<file path="config.mk">
export PLATFORM = sky130hd
export DESIGN_NAME = calibrated_setpoint_encoder_unit
export DESIGN_NICKNAME = d
export VERILOG_FILES = /design/src/rtl/cse_pkg.sv /design/src/rtl/calibrated_setpoint_encoder_unit.sv
export SDC_FILE = /design/constraint.sdc
export NUM_CORES = 2
export LEC_CHECK = 0
export BUFFER_PORTS_ARGS = -buffer_cell sky130_fd_sc_hd__buf_4
export CAP_MARGIN = 20
export CORE_MARGIN = 5
export CORE_UTILIZATION = 35
export CTS_CLUSTER_DIAMETER = 30
export DETAILED_ROUTE_END_ITERATION = 12
export PLACE_DENSITY_LB_ADDON = 0.15
export SLEW_MARGIN = 5
export SYNTH_ARGS = -nofsm -noshare
export SYNTH_HDL_FRONTEND = slang
export SYNTH_SLANG_ARGS = --single-unit
</file>
<file path="constraint.sdc">
create_clock -name clk_i -period 9.3 [get_ports clk_i]
set_clock_uncertainty 0.05 [all_clocks]
set_input_delay 0.93 -clock clk_i [delete_from_list [all_inputs] [get_ports clk_i]]
set_output_delay 0.93 -clock clk_i [all_outputs]
set_load 0.05 [all_outputs]
</file>
<file path="src/rtl/cse_pkg.sv">
`timescale 1ns / 1ps

package cse_pkg;

  localparam int unsigned ValW = 16;

  localparam logic [ValW-1:0] HI_V_MIN_MV = 16'd3300;
  localparam logic [ValW-1:0] HI_V_MAX_MV = 16'd48000;
  localparam logic [ValW-1:0] LO_V_MIN_MV = 16'd1000;
  localparam logic [ValW-1:0] LO_V_MAX_MV = 16'd24000;

  localparam logic [15:0] DIV10_RECIP = 16'd52429;
  localparam int unsigned DIV10_SHIFT = 19;

  localparam logic [17:0] SLOPE_UNITY = 18'sd65536;

  typedef enum logic [2:0] {
    REG_HV_RANGE   = 3'd0,
    REG_VOLT_SLOPE = 3'd1,
    REG_VOLT_OFS   = 3'd2,
    REG_CURR_SLOPE = 3'd3,
    REG_CURR_OFS   = 3'd4,
    REG_EXT_LIMIT  = 3'd5,
    REG_CURR_MIN   = 3'd6,
    REG_CURR_MAX   = 3'd7
  } reg_idx_e;

  typedef struct packed {
    logic [ValW-1:0] lo;
    logic [ValW-1:0] hi;
  } limits_t;

endpackage

</file>
<file path="src/rtl/calibrated_setpoint_encoder_unit.sv">
`timescale 1ns / 1ps
// A request moves through the stage 1, 2 and 3 registers into the output register.
// Throughput: one request per cycle unless the output stalls; the clamp, the
// calibration multiply, the offset add with re-clamp and the step division each take one pipeline stage.
// Reset: asynchronous active low; empties the pipeline and loads the register
// defaults (high range, unity slopes, zero offsets, current limits 0..65535 mA).
module calibrated_setpoint_encoder_unit
  import cse_pkg::*;
#(
  parameter int unsigned CURRENT_STEP_MA = 50
) (
  input  logic        clk_i,
  input  logic        rst_ni,
  input  logic        in_valid_i,
  output logic        in_ready_o,
  input  logic        mode_i,
  input  logic [15:0] request_value_i,
  output logic        out_valid_o,
  input  logic        out_ready_i,
  output logic [15:0] clamped_request_o,
  output logic [15:0] calibrated_value_o,
  output logic [3:0]  code_high_o,
  output logic [7:0]  code_low_o,
  output logic        code_present_o,
  input  logic        psel,
  input  logic        penable,
  input  logic        pwrite,
  input  logic [4:0]  paddr,
  input  logic [31:0] pwdata,
  output logic [31:0] prdata,
  output logic        pready
);

  localparam int unsigned CurLog   = $clog2(CURRENT_STEP_MA);
  localparam int unsigned CurShift = 16 + CurLog;
  localparam int unsigned RecipW   = 18;
  localparam int unsigned ProdW    = CurShift + RecipW;
  localparam logic [RecipW-1:0] CurRecip =
    RecipW'(((64'd1 << CurShift) + 64'(CURRENT_STEP_MA) - 64'd1) / 64'(CURRENT_STEP_MA));

  // configuration registers
  logic               hv_range_q;
  logic signed [17:0] volt_slope_q;
  logic signed [20:0] volt_ofs_q;
  logic signed [17:0] curr_slope_q;
  logic signed [20:0] curr_ofs_q;
  logic               ext_limit_q;
  logic [15:0]        curr_min_q;
  logic [15:0]        curr_max_q;

  logic     cfg_wr;
  reg_idx_e cfg_idx;

  assign pready  = 1'b1;
  assign cfg_wr  = psel & penable & pwrite;
  assign cfg_idx = reg_idx_e'(paddr[4:2]);

  always_ff @(posedge clk_i or negedge rst_ni) begin
    if (!rst_ni) begin
      hv_range_q   <= 1'b1;
      volt_slope_q <= SLOPE_UNITY;
      volt_ofs_q   <= '0;
      curr_slope_q <= SLOPE_UNITY;
      curr_ofs_q   <= '0;
      ext_limit_q  <= 1'b0;
      curr_min_q   <= '0;
      curr_max_q   <= '1;
    end else if (cfg_wr) begin
      unique case (cfg_idx)
        REG_HV_RANGE:   hv_range_q   <= pwdata[0];
        REG_VOLT_SLOPE: volt_slope_q <= pwdata[17:0];
        REG_VOLT_OFS:   volt_ofs_q   <= pwdata[20:0];
        REG_CURR_SLOPE: curr_slope_q <= pwdata[17:0];
        REG_CURR_OFS:   curr_ofs_q   <= pwdata[20:0];
        REG_EXT_LIMIT:  ext_limit_q  <= pwdata[0];
        REG_CURR_MIN:   curr_min_q   <= pwdata[15:0];
        REG_CURR_MAX:   curr_max_q   <= pwdata[15:0];
        default: ;
      endcase
    end
  end

  always_comb begin
    unique case (cfg_idx)
      REG_HV_RANGE:   prdata = {31'd0, hv_range_q};
      REG_VOLT_SLOPE: prdata = {{14{volt_slope_q[17]}}, volt_slope_q};
      REG_VOLT_OFS:   prdata = {{11{volt_ofs_q[20]}}, volt_ofs_q};
      REG_CURR_SLOPE: prdata = {{14{curr_slope_q[17]}}, curr_slope_q};
      REG_CURR_OFS:   prdata = {{11{curr_ofs_q[20]}}, curr_ofs_q};
      REG_EXT_LIMIT:  prdata = {31'd0, ext_limit_q};
      REG_CURR_MIN:   prdata = {16'd0, curr_min_q};
      REG_CURR_MAX:   prdata = {16'd0, curr_max_q};
      default:        prdata = '0;
    endcase
  end

  // pipeline flow control
  logic s1_valid_q, s2_valid_q, s3_valid_q, out_valid_q;
  logic s1_en, s2_en, s3_en, out_en;

  assign out_en     = !out_valid_q || out_ready_i;
  assign s3_en      = !s3_valid_q || out_en;
  assign s2_en      = !s2_valid_q || s3_en;
  assign s1_en      = !s1_valid_q || s2_en;
  assign in_ready_o = s1_en;

  always_ff @(posedge clk_i or negedge rst_ni) begin
    if (!rst_ni) begin
      s1_valid_q  <= 1'b0;
      s2_valid_q  <= 1'b0;
      s3_valid_q  <= 1'b0;
      out_valid_q <= 1'b0;
    end else begin
      if (s1_en)  s1_valid_q  <= in_valid_i;
      if (s2_en)  s2_valid_q  <= s1_valid_q;
      if (s3_en)  s3_valid_q  <= s2_valid_q;
      if (out_en) out_valid_q <= s3_valid_q;
    end
  end

  limits_t volt_lim;
  limits_t curr_lim;

  always_comb begin
    volt_lim.lo = hv_range_q ? HI_V_MIN_MV : LO_V_MIN_MV;
    volt_lim.hi = hv_range_q ? HI_V_MAX_MV : LO_V_MAX_MV;
    curr_lim.lo = curr_min_q;
    curr_lim.hi = curr_max_q;
  end

  // stage 1: range clamp
  logic        s1_mode_q;
  logic [15:0] s1_clamp_q;
  logic [15:0] s1_clamp_d;
  limits_t     in_lim;

  always_comb begin
    in_lim = mode_i ? curr_lim : volt_lim;
    if (request_value_i > in_lim.hi) begin
      s1_clamp_d = in_lim.hi;
    end else if (request_value_i < in_lim.lo) begin
      s1_clamp_d = in_lim.lo;
    end else begin
      s1_clamp_d = request_value_i;
    end
  end

  always_ff @(posedge clk_i) begin
    if (s1_en) begin
      s1_mode_q  <= mode_i;
      s1_clamp_q <= s1_clamp_d;
    end
  end

  // stage 2: slope multiply
  logic               s2_mode_q;
  logic [15:0]        s2_clamp_q;
  logic signed [34:0] s2_prod_q;
  logic signed [34:0] s2_prod_d;
  logic signed [17:0] slope_sel;

  always_comb begin
    slope_sel = s1_mode_q ? curr_slope_q : volt_slope_q;
    s2_prod_d = $signed({1'b0, s1_clamp_q}) * slope_sel;
  end

  always_ff @(posedge clk_i) begin
    if (s2_en) begin
      s2_mode_q  <= s1_mode_q;
      s2_clamp_q <= s1_clamp_q;
      s2_prod_q  <= s2_prod_d;
    end
  end

  // stage 3: offset add and re-clamp
  logic               s3_mode_q;
  logic [15:0]        s3_clamp_q;
  logic [15:0]        s3_cal_q;
  logic [15:0]        s3_cal_d;
  logic signed [20:0] ofs_sel;
  logic signed [35:0] sum;
  logic signed [35:0] lo_fix;
  logic signed [35:0] hi_fix;
  limits_t            cal_lim;

  always_comb begin
    ofs_sel = s2_mode_q ? curr_ofs_q : volt_ofs_q;
    cal_lim = s2_mode_q ? curr_lim : volt_lim;
    sum     = $signed({s2_prod_q[34], s2_prod_q})
            + $signed({{3{ofs_sel[20]}}, ofs_sel, 12'd0});
    lo_fix  = $signed({4'd0, cal_lim.lo, 16'd0});
    hi_fix  = $signed({4'd0, cal_lim.hi, 16'd0});
    if (sum <= lo_fix) begin
      s3_cal_d = cal_lim.lo;
    end else if (sum >= hi_fix) begin
      s3_cal_d = cal_lim.hi;
    end else begin
      s3_cal_d = sum[31:16];
    end
  end

  always_ff @(posedge clk_i) begin
    if (s3_en) begin
      s3_mode_q  <= s2_mode_q;
      s3_clamp_q <= s2_clamp_q;
      s3_cal_q   <= s3_cal_d;
    end
  end

  // stage 4: step division and code packing
  logic [31:0]      volt_prod;
  logic [12:0]      volt_q10;
  logic [11:0]      volt_code;
  logic [ProdW-1:0] curr_prod;
  logic [7:0]       curr_code;
  logic [3:0]       code_high_d;
  logic [7:0]       code_low_d;
  logic             code_present_d;

  logic [15:0] clamped_q;
  logic [15:0] cal_q;
  logic [3:0]  code_high_q;
  logic [7:0]  code_low_q;
  logic        code_present_q;

  always_comb begin
    volt_prod = 32'(s3_cal_q) * 32'(DIV10_RECIP);
    volt_q10  = volt_prod[DIV10_SHIFT +: 13];
    volt_code = hv_range_q ? volt_q10[12:1] : volt_q10[11:0];
    curr_prod = ProdW'(s3_cal_q) * ProdW'(CurRecip);
    curr_code = curr_prod[CurShift +: 8];
    if (!s3_mode_q) begin
      code_high_d    = volt_code[11:8];
      code_low_d     = volt_code[7:0];
      code_present_d = 1'b1;
    end else if (!ext_limit_q) begin
      code_high_d    = '0;
      code_low_d     = curr_code;
      code_present_d = 1'b1;
    end else begin
      code_high_d    = '0;
      code_low_d     = '0;
      code_present_d = 1'b0;
    end
  end

  always_ff @(posedge clk_i) begin
    if (out_en) begin
      clamped_q      <= s3_clamp_q;
      cal_q          <= s3_cal_q;
      code_high_q    <= code_high_d;
      code_low_q     <= code_low_d;
      code_present_q <= code_present_d;
    end
  end

  assign out_valid_o        = out_valid_q;
  assign clamped_request_o  = clamped_q;
  assign calibrated_value_o = cal_q;
  assign code_high_o        = code_high_q;
  assign code_low_o         = code_low_q;
  assign code_present_o     = code_present_q;

endmodule

</file>
# --- Yosys cells after proc, flatten, opt, wreduce, memory -nomap -nowiden ---
# Index checks and enable logic that the tools add are counted.
word_totals:
  regBits: 263
  output_inout_bits: 80
  word_cells: 74
  inputBits: 61
classes:
  n_lt_le_gt_ge: 4
  mul: 3
  add_sub_neg: 1
  bitwise: 2
  mux: 15
  reduce_logical: 17
  eq_ne: 7
ops:
  columns: ["operator", "count"]
  rows:
  - ["one-hot mux 32 bit (8 select lines)", 1]
  - ["2-to-1 mux 16 bit", 5]
  - ["2-to-1 mux 32 bit", 2]
  - ["adder 35 x 33 -> 36 bit", 1]
  - ["greater-or-equal comparator 36 x 33 -> 1 bit", 1]
  - ["less-or-equal comparator 36 x 33 -> 1 bit", 1]
  - ["multiplier 17 x 18 -> 35 bit", 1]
  - ["multiplier 16 x 16 -> 32 bit (second input constant)", 1]
  - ["multiplier 16 x 17 -> 30 bit (second input constant)", 1]
  - ["2-to-1 mux 12 bit", 2]
  - ["2-to-1 mux 21 bit", 1]
  - ["2-to-1 mux 18 bit", 1]
  - ["greater-than comparator 16 bit", 1]
  - ["< comparator 16 bit", 1]
  - ["2-to-1 mux 8 bit", 2]
  - ["AND reduction 2 bit", 8]
  - ["equality test 3 bit (second input constant)", 4]
  - ["equality test 3 x 2 -> 1 bit (second input constant)", 2]
  - ["logical NOT 1 bit", 4]
  - ["logical OR 1 bit", 4]
  - ["equality test 3 x 1 -> 1 bit (second input constant)", 1]
  - ["logical NOT 3 bit", 1]
  - ["AND 1 bit", 2]
  - ["2-to-1 mux 1 bit", 1]

# --- Depth between registers and ports, before layout ---
logic_depth:
  depth_word: 5
  ltp_mapped: 27
  depth_no_buf: 25

# --- Least setup slack after synthesis ---
# Ideal clock, no wire load.
synth_path:
  path_type: "flip-flop to flip-flop"
  start: "register s1_mode_q"
  end: "register s2_prod_q[32] (data pin)"
  period_less_slack_ns: 7.459
  setup_time_ns: 0.180
  path_slack_ns: 1.841
  n_path_buf: 3
  path_stages_with_launch: 26
  arrival_ns: 7.229
  t_required_ns: 9.070
  path_cell_list: "edfxtp_1 > clkbuf_1 > buf_1 > mux2_2 > clkbuf_1 > nand2_1 > fa_1 > fa_1 > fa_1 > inv_1 > fa_1 > fa_1 > inv_1 > fa_1 > inv_1 > ha_1 > a21o_1 > a21o_1 > a21o_1 > a21oi_1 > nor2b_1 > o31a_1 > or4_4 > a2111oi_2 > nor2_1 > o311ai_1"
synth_via:
  elab_chain_len: 2
synth_lines:
  columns: ["item", "line", "source"]
  rows:
  - ["from (decl)", "calibrated_setpoint_encoder_unit.sv:132", "logic s1_mode_q;"]
  - ["from (signal assigned)", "calibrated_setpoint_encoder_unit.sv:150", "s1_mode_q <= mode_i;"]
  - ["2-to-1 mux 18 bit", "calibrated_setpoint_encoder_unit.sv:163", "slope_sel = s1_mode_q ? curr_slope_q : volt_slope_q;"]
  - ["multiplier 17 x 18 -> 35 bit", "calibrated_setpoint_encoder_unit.sv:164", "s2_prod_d = $signed({1'b0, s1_clamp_q}) * slope_sel;"]
  - ["net s2_prod_d[32]", "calibrated_setpoint_encoder_unit.sv:159", "logic signed [34:0] s2_prod_d;"]
  - ["to (signal assigned)", "calibrated_setpoint_encoder_unit.sv:171", "s2_prod_q <= s2_prod_d;"]
  - ["to (decl)", "calibrated_setpoint_encoder_unit.sv:158", "logic signed [34:0] s2_prod_q;"]
# The timed path passes the listed nets, and every way through them passes these cells.
# A chain may end at the register's enable or synchronous reset.

# --- Worst setup path after layout ---
# Ends and elaborated chain as after synthesis.

==> summary.md <==
| Metric | Value |
|---|---|
| Flip-flop and latch area | 7340 µm² |
| EDFF count, synth | 147 |
| Post-Syn Area | 33,700 µm² |
| List of most frequent post-synthesis cells | 714 x inv_1, 471 x fa_1, 416 x ha_1 |
| Highest-delay cell along the critical path | edfxtp_1 |
| Maximum root-to-sink buffer count | 3 |
| Area of the core | 95,300 µm² |
| Hold/Removal Path Class | in2async |
| Routed len/inst | 20.7 µm |
| Via Count | 23,557 |
| Slowest stage delay, CP | 1.02 ns |
| Worst Path Arrival | 8.58 ns |
| Fill count | 9,462 |
| Main synth FF type | edfxtp_1 |
| Cts repair resizes | 0 |
| Crit path from | s1_mode_q |
| Synth Area in Adders | 43.5% |
| Row cnt | 113 |
| Compound-Gate Fraction of Synth Area | 8.84% |
| DRT antenna net count | 0 |
| Post-Route Setup TNS | 0 ns |
| Final hold violation count | 0 |
| Largest area contributor in the netlist | fa_1 |
| Max-slew violations | 0 |
| Status | finished clean |
| Largest family of logic cells by synthesized area | adder cells |
| Slew headroom | 21.5% |
| Reg2Reg Depth | 23 |
| Max frequency | 121 MHz |
| Simple-Gate Fraction of Synth Area | 9.09% |
| Detailed-route wire length | 97,700 µm |
| Total GRT Usage | 19.2% |
| Initial core utilization | 35.3% |
| Syn. warnings | 0 |
| DR pass1 iterations | 7 |
| Worst-Skew Late Latency | 0.60 ns |
| Root buf cell | clkbuf_16 |
| Ranking of synthesized cells by area | fa_1 28%, ha_1 15%, edfxtp_1 13% |
| Growth of design area from synthesis to finish | 14.8% |
| Ys async rst share | 44.1% |
| FF+latch count, synth | 263 |
| RD Place Congestion | 0.879 |
| RSZ-0062 raised after global routing | no |
| IO Port Bufs | 126 |
| Reg clk slew, reported paths | 0.05 ns |
| Final worst path period need | 8.24 ns |
| Reg2Reg Launch Point | s1_mode_q |
| Critical path type | reg2reg |
| Slew @ Worst Pin | 1.18 ns |
| Worst setup EP type | flip-flop |
| Post-CTS Setup Bufs | 0 |
| Most frequent CP cell | fa_1 |
| Final setup fails | 0 |
| Crit share post-route | 88.6% |
| MaxCap Viol Count | 0 |
| Die H | 320 µm |
| Ports | 141 |
| Number of remaining DRC errors | 0 |
| R2r setup slk | 1.06 ns |
| Register area share after synthesis | 21.8% |
| TritonCTS buffer count | 72 |
| HPWL Detailed | 77,900 µm |
| WP data required | 9.64 ns |
| Dominant cell by count in the synthesized netlist | inv_1 |
| Synth Instances | 3,274 |
| H-Tree Depth | 3 |
| Pin count of the biggest net entering global routing | 70 |
| Synth Area in XOR/XNOR | 1.77% |
| Vias per std cell | 4.99 |
| DR iter-0 viols | 1,142 |
| Synth cell types | 82 |
| Initial antenna violation count | 11 |
| Vias in the first global route | 25,034 |
| Critical path startpoint category | flip-flop |
| Syn nets | 4,222 |
| Total gr overflow | 0 |
| Worst-path fanout max | 16 |
| CP Cell Sequence | mux2_2 > and2_1 > fa_1 > inv_1 > fa_1 > fa_1 > inv_1 > fa_1 > fa_1 > inv_1 > fa_1 > inv_1 > ha_1 > a21o_1 > a21oi_1 > nor2b_1 > o21ai_0 > a31oi_1 > o31a_1 > or4_4 > a2111oi_2 > nor2_1 > o311ai_1 |
| DIE AREA | 102,000 µm² |
| R2r endpoint | s2_prod_q[32] |
| Top cell type's share of synthesized area | 28.0% |
| Avg Cell Area, Syn | 10.3 µm² |
| Die Wd | 320 µm |
| Hold slack final | 0.244 ns |
| Final nets | 4,343 |
| Mux share of post-synthesis cell area | 5.64% |
| Hold Buf Count CTS | 0 |
| Multi-input logic area | 23,200 µm² |
| Sink Count | 263 |
| Share of cells above drive strength 1 | 14.0% |
| CTS tree | built |
| First-pass GRT wire length | 151,000 µm |
==> placed cells by master (no fill, tap or decap), drive strengths merged, types with 9 or more instances in the layout <==
master / netlist / layout
o21ai: 73 / 73
xnor2: 50 / 50
a31oi: 29 / 29
mux2: 150 / 150
o211ai: 11 / 11
nand2: 244 / 244
dfstp: 19 / 19
bufinv: 0 / 17
a211oi: 10 / 10
buf: 33 / 159
clkbuf: 79 / 86
or2: 9 / 9
nand2b: 19 / 19
o21bai: 11 / 11
o31a: 9 / 9
nand3: 40 / 40
and2: 121 / 121
xor2: 18 / 18
nor4: 10 / 10
dfrtp: 97 / 97
inv: 714 / 718
mux2i: 21 / 21
nand4: 19 / 19
a21o: 50 / 50
fa: 471 / 471
nor2b: 14 / 14
edfxtp: 147 / 147
and3: 19 / 19
o21a: 19 / 19
clkinv: 0 / 21
a22oi: 48 / 48
nor2: 64 / 64
a21oi: 112 / 112
ha: 416 / 416
nor3: 25 / 25
==> cell families after synthesis <==
family                     Yosys count
and+or+nand+nor                    617
other                                1
DFF                                263
buffers and inverters              826
muxes                              171
xor gates and xnor gates            68
adders and majority gates          887
AOI/OAI and AO/OA                  441
==> critical path, delay by kind of cell (launching register included) <==
family,cells,cell delay [ns]
buf+inv,4,0.19
mux,1,0.63
flops,1,1.02
compound gates,7,1.84
simple gates,4,1.00
fa+ha+maj,7,3.27
==> metrics by stage <==
| stage | area (µm²) | cells | worst slack, ns | util [%] |
|---|---|---|---|---|
| detailed placement | 36000 | 4585 | 1.04 | 37.8 |
| finish | 38700 | 4723 | 1.06 | 40.6 |
| CTS | 38600 | 4718 | 1.03 | 40.5 |
| global route | 38600 | 4720 | 0.792 | 40.6 |
| floorplan | 33700 | 3274 | 1.84 | - |
| global placement | 36000 | 4585 | 1.05 | 37.8 |
==> registers in the layout, indices dropped and copies added, names as in the netlist, 18 cells and up <==
name	cells
volt_slope_q	18
curr_slope_q	18
s2_prod_q	35
curr_ofs_q	21
volt_ofs_q	21
==> layer usage <==
| layer | GRT usage [%] | vias to the layer above | part of all wire [%] |
|---|---|---|---|
| met5 | 0 | - | 0.048 |
| met4 | 4.46 | 8 | 1.9 |
| met3 | 2.57 | 99 | 3.7 |
| met2 | 35.3 | 390 | 53 |
| met1 | 24.0 | 12093 | 42 |
| li1 | - | 10967 | - |
==> cell type report <==
class	instances	share of cell area, %
diodes	4	0.0259
clock buffers	86	4.90
clock inverters	47	1.89
inverters	714	6.93
multi-input cells	2185	60.0
flip-flops and latches	263	19.0
well taps	1265	4.09
repair buffers	159	3.12
==> worst max-delay path by stage <==
| stage | to | slack (ns) | cells after the start |
|---|---|---|---|
| after detailed placement | s2_prod_q[32] | 1.04 | 23 |
| final | s2_prod_q[32] | 1.06 | 23 |
| after global routing | s2_prod_q[32] | 0.79 | 23 |
| after CTS | s2_prod_q[32] | 1.03 | 23 |
| after floorplan | s2_prod_q[32] | 1.84 | 25 |
| after global placement | s2_prod_q[32] | 1.05 | 23 |
Power is not shown: default switching activity piles up to over one toggle a cycle in this logic, so the estimate is an artifact.
